[config.mk]
export PLATFORM = sky130hd
export DESIGN_NAME = sensor_disconnect_drift_check
export DESIGN_NICKNAME = d
export VERILOG_FILES = /design/src/rtl/sddc_pkg.sv /design/src/rtl/sensor_disconnect_drift_check.sv /design/src/rtl/sddc_eval.sv
export SDC_FILE = /design/constraint.sdc
export NUM_CORES = 1
export LEC_CHECK = 0
export ABC_AREA = 1
export BUFFER_PORTS_ARGS = -buffer_cell sky130_fd_sc_hd__buf_2
export CAP_MARGIN = 10
export CORE_MARGIN = 4
export CORE_UTILIZATION = 30
export DETAILED_ROUTE_END_ITERATION = 16
export HOLD_SLACK_MARGIN = 0.02
export PLACE_DENSITY = 0.56
export SYNTH_ARGS = -nofsm -noshare
export SYNTH_HDL_FRONTEND = slang
export SYNTH_SLANG_ARGS = --single-unit
[constraint.sdc]
create_clock -name clk_i -period 7 [get_ports clk_i]
set_clock_uncertainty 0.15 [all_clocks]
set_input_delay 0.7 -clock clk_i [delete_from_list [all_inputs] [get_ports clk_i]]
set_output_delay 0.7 -clock clk_i [all_outputs]
set_load 0.03 [all_outputs]
[src/rtl/sddc_pkg.sv]
// sddc_pkg: shared types, register indexes and reset values for the
// sensor disconnect drift check. No dependencies.
`default_nettype none

package sddc_pkg;

  localparam int unsigned SAMPLE_COUNT_DEF = 20;

  localparam int unsigned CFG_ADDR_W = 3;
  localparam int unsigned CFG_DATA_W = 8;

  // register indexes
  localparam logic [CFG_ADDR_W-1:0] REG_INIT_LO   = 3'd0;
  localparam logic [CFG_ADDR_W-1:0] REG_INIT_HI   = 3'd1;
  localparam logic [CFG_ADDR_W-1:0] REG_FINAL_LO  = 3'd2;
  localparam logic [CFG_ADDR_W-1:0] REG_FINAL_HI  = 3'd3;
  localparam logic [CFG_ADDR_W-1:0] REG_EARLY_LIM = 3'd4;
  localparam logic [CFG_ADDR_W-1:0] REG_RISE_LIM  = 3'd5;
  localparam logic [CFG_ADDR_W-1:0] REG_JUMP_SIZE = 3'd6;
  localparam logic [CFG_ADDR_W-1:0] REG_JUMP_LIM  = 3'd7;

  // reset values
  localparam logic [7:0] INIT_LO_RST   = 8'd60;
  localparam logic [7:0] INIT_HI_RST   = 8'd100;
  localparam logic [7:0] FINAL_LO_RST  = 8'd83;
  localparam logic [7:0] FINAL_HI_RST  = 8'd88;
  localparam logic [7:0] EARLY_LIM_RST = 8'd2;
  localparam logic [7:0] RISE_LIM_RST  = 8'd5;
  localparam logic [7:0] JUMP_SIZE_RST = 8'd2;
  localparam logic [5:0] JUMP_LIM_RST  = 6'd5;

  localparam logic [4:0] TALLY_MAX = 5'd31;

  typedef struct packed {
    logic [7:0] init_lo;
    logic [7:0] init_hi;
    logic [7:0] final_lo;
    logic [7:0] final_hi;
    logic [7:0] early_lim;
    logic [7:0] rise_lim;
    logic [7:0] jump_size;
    logic [5:0] jump_lim;
  } cfg_t;

  // run state apart from the sample index
  typedef struct packed {
    logic [7:0] first;
    logic [7:0] prev;
    logic [4:0] tally;
    logic       early;
    logic [2:0] sensor;
  } run_t;

  typedef struct packed {
    logic       fire;
    logic [2:0] sensor;
    logic [4:0] flags;
    logic [2:0] count;
  } res_t;

endpackage

`default_nettype wire

[src/rtl/sensor_disconnect_drift_check.sv]
// sensor_disconnect_drift_check: floating-input check over a run of readings.
// Depends on sddc_pkg and sddc_eval.
//
//  channel   dir  handshake                 payload
//  s_axis    in   s_axis_tvalid/tready      tdata[7:0] sample, tuser[0] run_start,
//                                           tuser[3:1] sensor_id
//  m_axis    out  m_axis_tvalid/tready      tdata[4:0] test_flags,
//                                           tdata[7:5] evidence_count,
//                                           tuser[2:0] checked_sensor
//  cfg       in   cfg_we_i                  cfg_addr_i index, cfg_data_i value
//
// one item per cycle sustained while the output is not stalled; an item sits
// in the input register after its accepting edge, is evaluated, and its result
// (on the last reading of a run) lands in the output register, which drives
// m_axis_tvalid; the result is taken from there on m_axis_tready.
// rst_ni clears the run state, both valid flags and loads register defaults.
// a stalled output only holds up the pipe when the output register is full
// and not taken; the input register then holds its item.
`default_nettype none

module sensor_disconnect_drift_check #(
  parameter int unsigned SAMPLE_COUNT = sddc_pkg::SAMPLE_COUNT_DEF
) (
  input  logic                            clk_i,
  input  logic                            rst_ni,
  // config write port
  input  logic                            cfg_we_i,
  input  logic [sddc_pkg::CFG_ADDR_W-1:0] cfg_addr_i,
  input  logic [sddc_pkg::CFG_DATA_W-1:0] cfg_data_i,
  // input items
  input  logic                            s_axis_tvalid,
  output logic                            s_axis_tready,
  input  logic [7:0]                      s_axis_tdata,   // sample
  input  logic [3:0]                      s_axis_tuser,   // run_start, sensor_id
  // result items
  output logic                            m_axis_tvalid,
  input  logic                            m_axis_tready,
  output logic [7:0]                      m_axis_tdata,   // test_flags, evidence_count
  output logic [2:0]                      m_axis_tuser    // checked_sensor
);

  localparam int unsigned IDX_W = $clog2(SAMPLE_COUNT);

  // config registers
  sddc_pkg::cfg_t cfg_q;

  // input register
  logic       in_vld_q;
  logic [7:0] in_sample_q;
  logic       in_start_q;
  logic [2:0] in_id_q;

  // run state
  sddc_pkg::run_t   run_q, run_d;
  logic [IDX_W-1:0] idx_q, idx_d;

  // output register
  logic           out_vld_q, out_vld_d;
  sddc_pkg::res_t res_d;
  logic [4:0]     out_flags_q;
  logic [2:0]     out_count_q;
  logic [2:0]     out_sensor_q;

  logic adv;
  logic take;

  // evaluate the held item when the output register can take a result
  assign adv           = in_vld_q && (!out_vld_q || m_axis_tready);
  assign s_axis_tready = !in_vld_q || adv;
  assign take          = s_axis_tvalid && s_axis_tready;

  sddc_eval #(
    .SAMPLE_COUNT (SAMPLE_COUNT),
    .IDX_W        (IDX_W)
  ) u_eval (
    .cfg_i    (cfg_q),
    .run_i    (run_q),
    .idx_i    (idx_q),
    .sample_i (in_sample_q),
    .start_i  (in_start_q),
    .id_i     (in_id_q),
    .run_o    (run_d),
    .idx_o    (idx_d),
    .res_o    (res_d)
  );

  always_comb begin
    out_vld_d = out_vld_q && !m_axis_tready;
    if (adv && res_d.fire) begin
      out_vld_d = 1'b1;
    end
  end

  // config writes, one register for each address code
  always_ff @(posedge clk_i or negedge rst_ni) begin
    if (!rst_ni) begin
      cfg_q.init_lo   <= sddc_pkg::INIT_LO_RST;
      cfg_q.init_hi   <= sddc_pkg::INIT_HI_RST;
      cfg_q.final_lo  <= sddc_pkg::FINAL_LO_RST;
      cfg_q.final_hi  <= sddc_pkg::FINAL_HI_RST;
      cfg_q.early_lim <= sddc_pkg::EARLY_LIM_RST;
      cfg_q.rise_lim  <= sddc_pkg::RISE_LIM_RST;
      cfg_q.jump_size <= sddc_pkg::JUMP_SIZE_RST;
      cfg_q.jump_lim  <= sddc_pkg::JUMP_LIM_RST;
    end else if (cfg_we_i) begin
      unique case (cfg_addr_i)
        sddc_pkg::REG_INIT_LO:   cfg_q.init_lo   <= cfg_data_i;
        sddc_pkg::REG_INIT_HI:   cfg_q.init_hi   <= cfg_data_i;
        sddc_pkg::REG_FINAL_LO:  cfg_q.final_lo  <= cfg_data_i;
        sddc_pkg::REG_FINAL_HI:  cfg_q.final_hi  <= cfg_data_i;
        sddc_pkg::REG_EARLY_LIM: cfg_q.early_lim <= cfg_data_i;
        sddc_pkg::REG_RISE_LIM:  cfg_q.rise_lim  <= cfg_data_i;
        sddc_pkg::REG_JUMP_SIZE: cfg_q.jump_size <= cfg_data_i;
        sddc_pkg::REG_JUMP_LIM:  cfg_q.jump_lim  <= cfg_data_i[5:0];
        default: ;
      endcase
    end
  end

  // control state
  always_ff @(posedge clk_i or negedge rst_ni) begin
    if (!rst_ni) begin
      in_vld_q  <= 1'b0;
      out_vld_q <= 1'b0;
      run_q     <= '0;
      idx_q     <= '0;
    end else begin
      out_vld_q <= out_vld_d;
      if (s_axis_tready) begin
        in_vld_q <= s_axis_tvalid;
      end
      if (adv) begin
        run_q <= run_d;
        idx_q <= idx_d;
      end
    end
  end

  // payload registers
  always_ff @(posedge clk_i) begin
    if (take) begin
      in_sample_q <= s_axis_tdata;
      in_start_q  <= s_axis_tuser[0];
      in_id_q     <= s_axis_tuser[3:1];
    end
    if (adv && res_d.fire) begin
      out_flags_q  <= res_d.flags;
      out_count_q  <= res_d.count;
      out_sensor_q <= res_d.sensor;
    end
  end

  assign m_axis_tvalid = out_vld_q;
  assign m_axis_tdata  = {out_count_q, out_flags_q};
  assign m_axis_tuser  = out_sensor_q;

endmodule

`default_nettype wire

[src/rtl/sddc_eval.sv]
// sddc_eval: per-item evaluation of one reading against the run state.
// Depends on sddc_pkg.
`default_nettype none

module sddc_eval #(
  parameter int unsigned SAMPLE_COUNT = sddc_pkg::SAMPLE_COUNT_DEF,
  parameter int unsigned IDX_W        = $clog2(SAMPLE_COUNT)
) (
  input  sddc_pkg::cfg_t   cfg_i,
  input  sddc_pkg::run_t   run_i,
  input  logic [IDX_W-1:0] idx_i,
  input  logic [7:0]       sample_i,
  input  logic             start_i,
  input  logic [2:0]       id_i,
  output sddc_pkg::run_t   run_o,
  output logic [IDX_W-1:0] idx_o,
  output sddc_pkg::res_t   res_o
);

  logic       up, down, early_now, rise, init_ok, final_ok, jumps_hi, last;
  logic [5:0] tally_sum;
  logic [4:0] tally_new;
  logic       early_new;
  logic [4:0] flags;

  // differences done as unsigned sums, s - p >= j  <=>  s >= p + j
  assign up   = {1'b0, sample_i} >= ({1'b0, run_i.prev} + {1'b0, cfg_i.jump_size});
  assign down = {1'b0, run_i.prev} >= ({1'b0, sample_i} + {1'b0, cfg_i.jump_size});
  assign early_now = {1'b0, sample_i} >= ({1'b0, run_i.first} + {1'b0, cfg_i.early_lim});
  assign rise      = {1'b0, sample_i} >= ({1'b0, run_i.first} + {1'b0, cfg_i.rise_lim});

  assign tally_sum = {1'b0, run_i.tally} + {5'd0, up} + {5'd0, down};
  assign tally_new = tally_sum[5] ? sddc_pkg::TALLY_MAX : tally_sum[4:0];

  assign early_new = (idx_i == IDX_W'(1)) ? early_now : run_i.early;

  assign init_ok  = (run_i.first > cfg_i.init_lo) && (run_i.first < cfg_i.init_hi);
  assign final_ok = (sample_i > cfg_i.final_lo) && (sample_i < cfg_i.final_hi);
  assign jumps_hi = {1'b0, tally_new} > cfg_i.jump_lim;

  assign flags = {jumps_hi, final_ok, rise, early_new, init_ok};
  assign last  = idx_i == IDX_W'(SAMPLE_COUNT - 1);

  always_comb begin
    run_o        = run_i;
    idx_o        = idx_i;
    res_o.fire   = 1'b0;
    res_o.sensor = run_i.sensor;
    res_o.flags  = flags;
    res_o.count  = {2'd0, flags[0]} + {2'd0, flags[1]} + {2'd0, flags[2]}
                 + {2'd0, flags[3]} + {2'd0, flags[4]};
    if (start_i) begin
      run_o.first  = sample_i;
      run_o.prev   = sample_i;
      run_o.tally  = '0;
      run_o.early  = 1'b0;
      run_o.sensor = id_i;
      idx_o        = IDX_W'(1);
    end else if (idx_i != '0) begin
      run_o.prev  = sample_i;
      run_o.tally = tally_new;
      run_o.early = early_new;
      if (last) begin
        idx_o      = '0;
        res_o.fire = 1'b1;
      end else begin
        idx_o = idx_i + IDX_W'(1);
      end
    end
  end

endmodule

`default_nettype wire

After elaboration in Yosys (flattened, before gate mapping)

Cells that the tools add are included.

Logic and storage cells: 86
Bits in registers: 117
Output and inout port bits: 13

$lt $le $gt $ge: 9
$add $sub $neg: 11
Reduce and logical (&&, ||, !) cells: 24
Equal/unequal tests: 9
Muxes and demuxes: 11

Operators by type and width:

| operator                                                               | number |
|---|---|
| 8-bit by 8-bit adder with 9-bit output                                 | 4 |
| 8-bit by 9-bit greater-or-equal comparator with 1-bit output           | 4 |
| 14-bit two-way mux                                                     | 2 |
| 5-bit two-way mux                                                      | 4 |
| 2-bit AND reduction                                                    | 10 |
| 8-bit greater-than comparator                                          | 2 |
| 8-bit less-than comparator                                             | 2 |
| 3-bit equality test (second input constant)                            | 4 |
| 3-bit by 1-bit adder with 3-bit output                                 | 3 |
| 5-bit by 1-bit adder with 6-bit output                                 | 1 |
| 6-bit by 1-bit adder with 6-bit output                                 | 1 |
| 3-bit by 2-bit equality test with 1-bit output (second input constant) | 2 |
| 5-bit by 6-bit greater-than comparator with 1-bit output               | 1 |
| 1-bit logical AND                                                      | 6 |
| 5-bit by 1-bit adder with 5-bit output (second input constant)         | 1 |
| 5-bit by 1-bit equality test with 1-bit output (second input constant) | 1 |
| 5-bit equality test (second input constant)                            | 1 |
| 1-bit two-way mux                                                      | 5 |
| 5-bit nonzero test                                                     | 1 |
| 3-bit by 1-bit equality test with 1-bit output (second input constant) | 1 |
| 1-bit zero test                                                        | 3 |
| 3-bit zero test                                                        | 1 |
| 1-bit by 1-bit adder with 2-bit output                                 | 1 |
| 1-bit logical OR                                                       | 2 |
| 2-bit nonzero test                                                     | 1 |

Longest topological paths before layout

Gate-level depths: netlist of the first run.

Depth in word-level cells: 7
Mapped depth: 36

Modules after synthesis

Synthesis of the first run repeated with hierarchy kept, for this count alone.

Cells, all modules: 996
Area, all modules: 7,991.4 um2

By module, submodules not included:

| module                        | area an instance (um2) | sequential area each (um2) | cells each | times used |
|---|---|---|---|---|
| sensor_disconnect_drift_check | 4,430.5                | 3,067.9                    | 451        | 1 |
| sddc_eval                     | 3,560.9                | 0.0                        | 545        | 1 |

Worst setup path before layout of the first run

OpenSTA, ideal clock, no wires.

Kind: register to register
Start point: register cfg_q[7] (netlist bit)
End point: register out_count_q[1], data pin
Buffers on the path: 0
Arrival time: 5,128 ps
Setup slack: 1,472 ps
Library setup time: 250 ps
Stages on the path, launching flop included: 33
Clock period less this slack: 5,528 ps
Cells stage by stage: dfstp_2 -> inv_1 -> fa_1 -> o21ai_1 -> nand2_1 -> nand2_1 -> a21oi_2 -> xor2_1 -> ha_1 -> nand2_1 -> o21ai_0 -> a21oi_1 -> o21ai_0 -> nand2_1 -> fa_1 -> inv_1 -> ha_1 -> nand2_1 -> a21oi_1 -> inv_1 -> ha_1 -> nand2_1 -> nor2_1 -> a211oi_1 -> o21a_1 -> nor2_1 -> nand2_1 -> fa_1 -> inv_1 -> ha_1 -> inv_1 -> fa_1 -> inv_1

RTL lines:

| element              | RTL line                             | RTL |
|---|---|---|
| from (decl)          | sensor_disconnect_drift_check.sv:45  | `sddc_pkg::cfg_t cfg_q;` |
| to (signal assigned) | sensor_disconnect_drift_check.sv:148 | `out_count_q <= res_d.count;` |
| to (decl)            | sensor_disconnect_drift_check.sv:61  | `logic [2:0] out_count_q;` |

==> results of run 1 <==
state kept, by name (all words and copies together) (netlist names):
signal         flops
cfg_q             62
run_q             25
in_sample_q        8
idx_q              5
out_flags_q        5
in_id_q            3
m_axis_tuser       3
out_count_q        3
in_start_q         1
in_vld_q           1
m_axis_tvalid      1
area by class of cell:
| class | instances | area (um^2) |
|---|---|---|
| flip-flops and latches | 117 | 3070 |
| inverters | 123 | 462 |
| fillers | 2495 | 15800 |
| clock buffers | 26 | 510 |
| well taps | 324 | 405 |
| multi-input cells | 576 | 3820 |
| repair buffers | 41 | 210 |
| clock inverters | 5 | 25.0 |
placed cells by master, fill, tap and decap left out, types with 3 or more instances in the layout:
master / instances
inv_1: 119
o22ai_1: 4
nor2_2: 3
buf_2: 39
clkbuf_16: 18
o211ai_1: 4
clkbuf_1: 5
dfrtp_1: 74
nand2_2: 5
mux2_2: 3
o21ai_1: 21
nand2_1: 168
nor2_1: 23
o21ai_0: 80
a21oi_2: 8
nand4_1: 9
clkinv_2: 5
nand3_1: 25
nand3b_1: 5
nor4_1: 4
clkbuf_8: 3
xor2_1: 9
inv_2: 4
o21bai_1: 3
ha_1: 105
a21oi_1: 53
nor3_1: 3
dfstp_2: 20
xnor2_1: 13
fa_1: 7
edfxtp_1: 23
path summary, 6_finish.rpt:
check,startpoint,endpoint,slack [ns]
setup / recovery,in_sample_q[1],out_count_q[1],0.92
hold / removal,rst_ni,cfg_q[37],0.15
setup reg to reg,in_sample_q[1],out_count_q[1],0.92
hold reg to reg,run_q[0],m_axis_tuser[0],0.30
max in group asynchronous,rst_ni,idx_q[2],5.46
min in group clk_i,run_q[0],m_axis_tuser[0],0.30
layer usage:
layer	up-vias	global-route usage, %	part of all wire [%]
met4	0	3.82	1.1
met3	12	2.93	2.6
met5	-	0	0
met1	2607	18.6	48
met2	61	23.2	48
li1	2875	-	-
power breakdown:
part	total, W	switching, W	internal, W
clock	0.000793	0.000297	0.000496
sequential	0.000930	0.0000960	0.000834
combinational	0.00100	0.000590	0.000411
through the flow:
step | utilization [%] | hold WS, ns | instance area [um^2] | cells | power (W)
4_1_cts | 35.0 | 0.165 | 8510 | 1212 | 0.00275
3_3_place_gp | 32.8 | 0.275 | 7970 | 1181 | 0.00192
3_5_place_dp | 32.8 | 0.285 | 7970 | 1181 | 0.00195
5_1_grt | 35.0 | 0.193 | 8510 | 1212 | 0.00298
6_report | 35.0 | 0.151 | 8510 | 1212 | 0.00272
2_1_floorplan | - | 0.254 | 7410 | 827 | 0.00168
kinds of logic (layout without fill, tap and decap cells):
family / Yosys count / count (layout) / share of synthesized area [%]
flops: 117 / 117 / 41.4
fa+ha+maj: 112 / 112 / 19.6
xor+xnor: 22 / 22 / 2.60
simple gates: 257 / 257 / 15.4
compound gates: 182 / 182 / 13.5
mux: 3 / 3 / 0.456
buf+inv: 134 / 195 / 7.02
==> metrics, run 1 <==
TritonCTS Sinks 117; Cell Area, Synth 7410 um^2; drt wl/cell 14.9 um; Post-synth ARST share 80.3%; Synth top area share 25.0%; most common cell in the synthesized netlist nand2_1; Crit Path Max Fanout 7; minimum clock period 6.08 ns; Reg clk slew, reported paths 0.05 ns; Synth Flop Type dfrtp_1; Post-Route WL 18.0 mm; Seq/Total Area, Yosys 41.4%; layout cell share with drive strength beyond 1 13.5%; Final Hold Vio Count 0; Cell variety after synth 45; Initial DRT Pass Iterations 4; CTS tree done; Placeable Area 24300 um^2; hold crit path type in2async; final-stage net count 1016; Fin Setup TNS 0 ns; Synthesis Warnings 0; top cells by area, synth dfrtp_1 25%, ha_1 18%, edfxtp_1 9.3%; H-tree Lvls 4; GRT Overall Usage 14.0%; die outline width 165 um; setup ws final 0.917 ns; DRC errors left 0; CTS Buf Count 17; Leakage Power 4.15 nW; vias in the first global route 5517; R2R cell count 32; CTS root buffer clkbuf_16; Slew Limit Fails 0; PortBufs 40; Post-DRT Antenna Nets 0; Critical Path Start Type register; Slowest cell on crit path edfxtp_1; global-route wire length before repair 29.4 mm; Initial Util 30.5%; initial antenna violation count 0; synthesized flop and latch total 117; P&R area growth vs syn 14.7%; Setup CP Type reg2reg; DRT iter0 DRCs 327; worst path arrival time 6.11 ns; Top-Level Pins 41; buffers and inverters on the worst path 6; detailed placement HPWL 13.4 mm; Die ar. 27300 um^2; Peak supply drop 172 uV; DIE HEIGHT 165 um; Worst setup EP type register; Commonest cells post-synth 168 x nand2_1, 119 x inv_1, 105 x ha_1; pre-CTS setup slack 0.919 ns; Post-CTS Resized 0; final worst-path cycle share 86.9%; final setup fails 0; syn avg cell area 8.96 um^2; RD Place Congestion 0.818; WP depth 32; cell count after synthesis 827; post-CTS setup buffers 0; CP Data Required Time 7.02 ns; top cell family by delay on the critical path adder cells; post-synth top area cell dfrtp_1; Max stage delay on crit path 0.53 ns; clock buffer depth 2; Row Count 57; status finished clean; Post-Syn Nets 967; post-DR vias/cell 4.58; worst relative slew slack 24.5%; max-cap viol count 0; Slew @ Worst Pin 1.12 ns; largest net degree at the start of global routing 49; clock latency on the worst-skew pair 0.42 ns; EDFF count, synth 23; fmax 164 MHz; power per standard cell area 320 nW/um^2; Hold Buf Count CTS 0; grt total ovfl 0; RSZ-0062 raised after global routing no; Antenna Cells 0; vias 5555
Power figures use the tool's default switching activity.
==> run 2: changes to the inputs <==
PLACE_DENSITY = 0.58   (was 0.56)
clock period = 5.2 ns   (was 7 ns; I/O delays follow)
==> metrics, run 2 (synthesis gave the netlist of run 1 again) <==
DIE HEIGHT 165 um (unchanged); post-DR vias/cell 4.59 (+0.24%); Sw Share 35.8% (-0.24 points); Placeable Area 24300 um^2 (unchanged); minimum clock period 5.85 ns (-0.230 ns); max FFs per register 62 (unchanged); Slew Limit Fails 0 (unchanged); grt total ovfl 0 (unchanged); Leakage Power 4.47 nW (+7.6%); Post-Route WL 18.9 mm (+4.9%); Regs by FF count cfg_q (62), run_q (25), in_sample_q (8); Post-DRT Antenna Nets 0 (unchanged); Slew @ Worst Pin 1.27 ns (+0.149 ns); initial antenna violation count 0 (unchanged); max-cap viol count 0 (unchanged); detailed placement HPWL 13.5 mm (+1.1%); hold crit path type in2async; layout cell share with drive strength beyond 1 22.1% (+8.6 points); CTS Buf Count 17 (unchanged); status finished with violations; total power 0.00405 W (+49%); Row Count 57 (unchanged); drt wl/cell 14.8 um (-0.47%); DRT iter0 DRCs 354 (+8.3%); Initial Util 30.5% (unchanged); failing checks setup timing; vias in the first global route 5832 (+5.7%); Slowest cell on crit path dfstp_2; CTS tree done; power per standard cell area 443 nW/um^2 (+38%); Antenna Cells 0 (unchanged); Peak supply drop 242 uV (+41%); Critical Path Start Type register; largest net degree at the start of global routing 75 (+53%); worst relative slew slack 14.5% (-10 points); P&R area growth vs syn 23.3%; Crit path top cell by count buf_4; Top-Level Pins 41 (unchanged); DRC errors left 0 (unchanged); P_int 0.00260 W (+49%); Crit Path Max Fanout 5 (-2); RSZ-0062 raised after global routing yes; clock buffer depth 2 (unchanged); Top reg by flops cfg_q; Comb power frac 42.0% (+5.3 points); PortBufs 40 (unchanged); commonest non-fill, non-tap cell in the layout nand2_1; Die ar. 27300 um^2 (unchanged); fin util 37.6% (+2.6 points); RD Place Congestion 0.835 (+2.0%); TritonCTS Sinks 117 (unchanged); Hold Buf Count CTS 0 (unchanged); Worst setup EP type register; die outline width 165 um (unchanged); most frequent cells in the layout 166 x nand2_1, 113 x inv_1, 100 x ha_1; Initial DRT Pass Iterations 4 (unchanged); global-route wire length before repair 30.3 mm (+3.2%); CP Data Required Time 5.39 ns (-1.63 ns); clock latency on the worst-skew pair 0.41 ns (about the same); GRT Overall Usage 14.4% (+0.41 points); Final Hold Vio Count 0 (unchanged); clock network fraction of total power 27.4% (-1.7 points); worst path arrival time 6.04 ns (-0.07 ns); Setup CP Type reg2reg; Reg clk slew, reported paths 0.06 ns (about the same); setup ws final -0.653 ns (-1.57 ns); final setup fails 4 (+4); H-tree Lvls 4 (unchanged); P_sw 0.00145 W (+48%); vias 5867 (+5.6%); fmax 171 MHz (+3.9%); final worst-path cycle share 113% (+26 points); worst hold margin 0.107 ns (-0.0439 ns); Max stage delay on crit path 0.58 ns (+0.05 ns); final-stage net count 1080 (+6.3%); register share of total power 30.6% (-3.6 points); CTS root buffer clkbuf_16
-- run 2: cell count changes in the layout (fill, tap and decap cells not counted), sizes merged --
cell / delta
bufinv: +2
clkinv: +1
clkbuf: -5
clkinvlp: +3
buf: +64
-- run 2: final cells by class --
class | count | area (um^2)
clock buffer | 21 | 440
clock inverter | 11 | 111
fill | 2412 | 15200
inverter | 123 | 464
multi-input combinational | 576 | 3960
sequential | 117 | 3070
tap | 324 | 405
timing repair buffer | 105 | 691
-- run 2: layer usage --
metal	routed length, um	track usage, %	part of all wire [%]
met5	0	0	0
met2	8970	23.5	47
met4	343	4.88	1.8
met3	471	2.51	2.5
met1	9120	19.3	48
-- run 2: final timing paths --
kind / slack (ns) / depth (start not counted) / end / start
max: -0.65 / 36 / run_q[6] / cfg_q[7]
min: 0.11 / 1 / cfg_q[22] / rst_ni
max reg2reg: -0.65 / 36 / run_q[6] / cfg_q[7]
min reg2reg: 0.29 / 0 / m_axis_tuser[1] / run_q[1]
max in group asynchronous: 3.90 / 2 / cfg_q[38] / rst_ni
min in group clk_i: 0.13 / 1 / in_sample_q[7] / s_axis_tdata[7]
-- run 2: repair_timing --
item | CTS | global route
endpoints found under the setup margin | 3 | 4
pin swaps | 7 | 20
setup buffers | 21 | 4
gates resized for setup | 7 | 22
-- run 2: metrics by stage --
step / setup TNS [ns] / cells / instance area [um^2] / setup WS, ns
finish: -1.81 / 1277 / 9140 / -0.653
global route: -2.52 / 1277 / 9140 / -0.796
CTS: -1.20 / 1273 / 9030 / -0.468
detailed placement: -0.965 / 1220 / 8290 / -0.527
global placement: -0.534 / 1220 / 8290 / -0.359
floorplan: -0.102 / 827 / 7440 / -0.102
-- run 2: power by group through the flow --
stage               clock network, W  logic (W)  registers (W)
floorplan                          0    0.00105        0.00122
global placement                   0    0.00146        0.00125
detailed placement                 0    0.00149        0.00125
CTS                          0.00113    0.00159        0.00124
global route                 0.00118    0.00194        0.00126
finish                       0.00111    0.00170        0.00124
-- run 2: worst max-delay path: cells and delay by family, from the launching register on --
family / cells / cell delay (ns)
flip-flops: 1 / 0.58
XOR/XNOR: 1 / 0.16
buffers and inverters: 21 / 2.51
AND/OR/NAND/NOR: 4 / 0.53
AO/OA/AOI/OAI: 7 / 0.65
adder cells (fa/ha/maj): 3 / 1.16
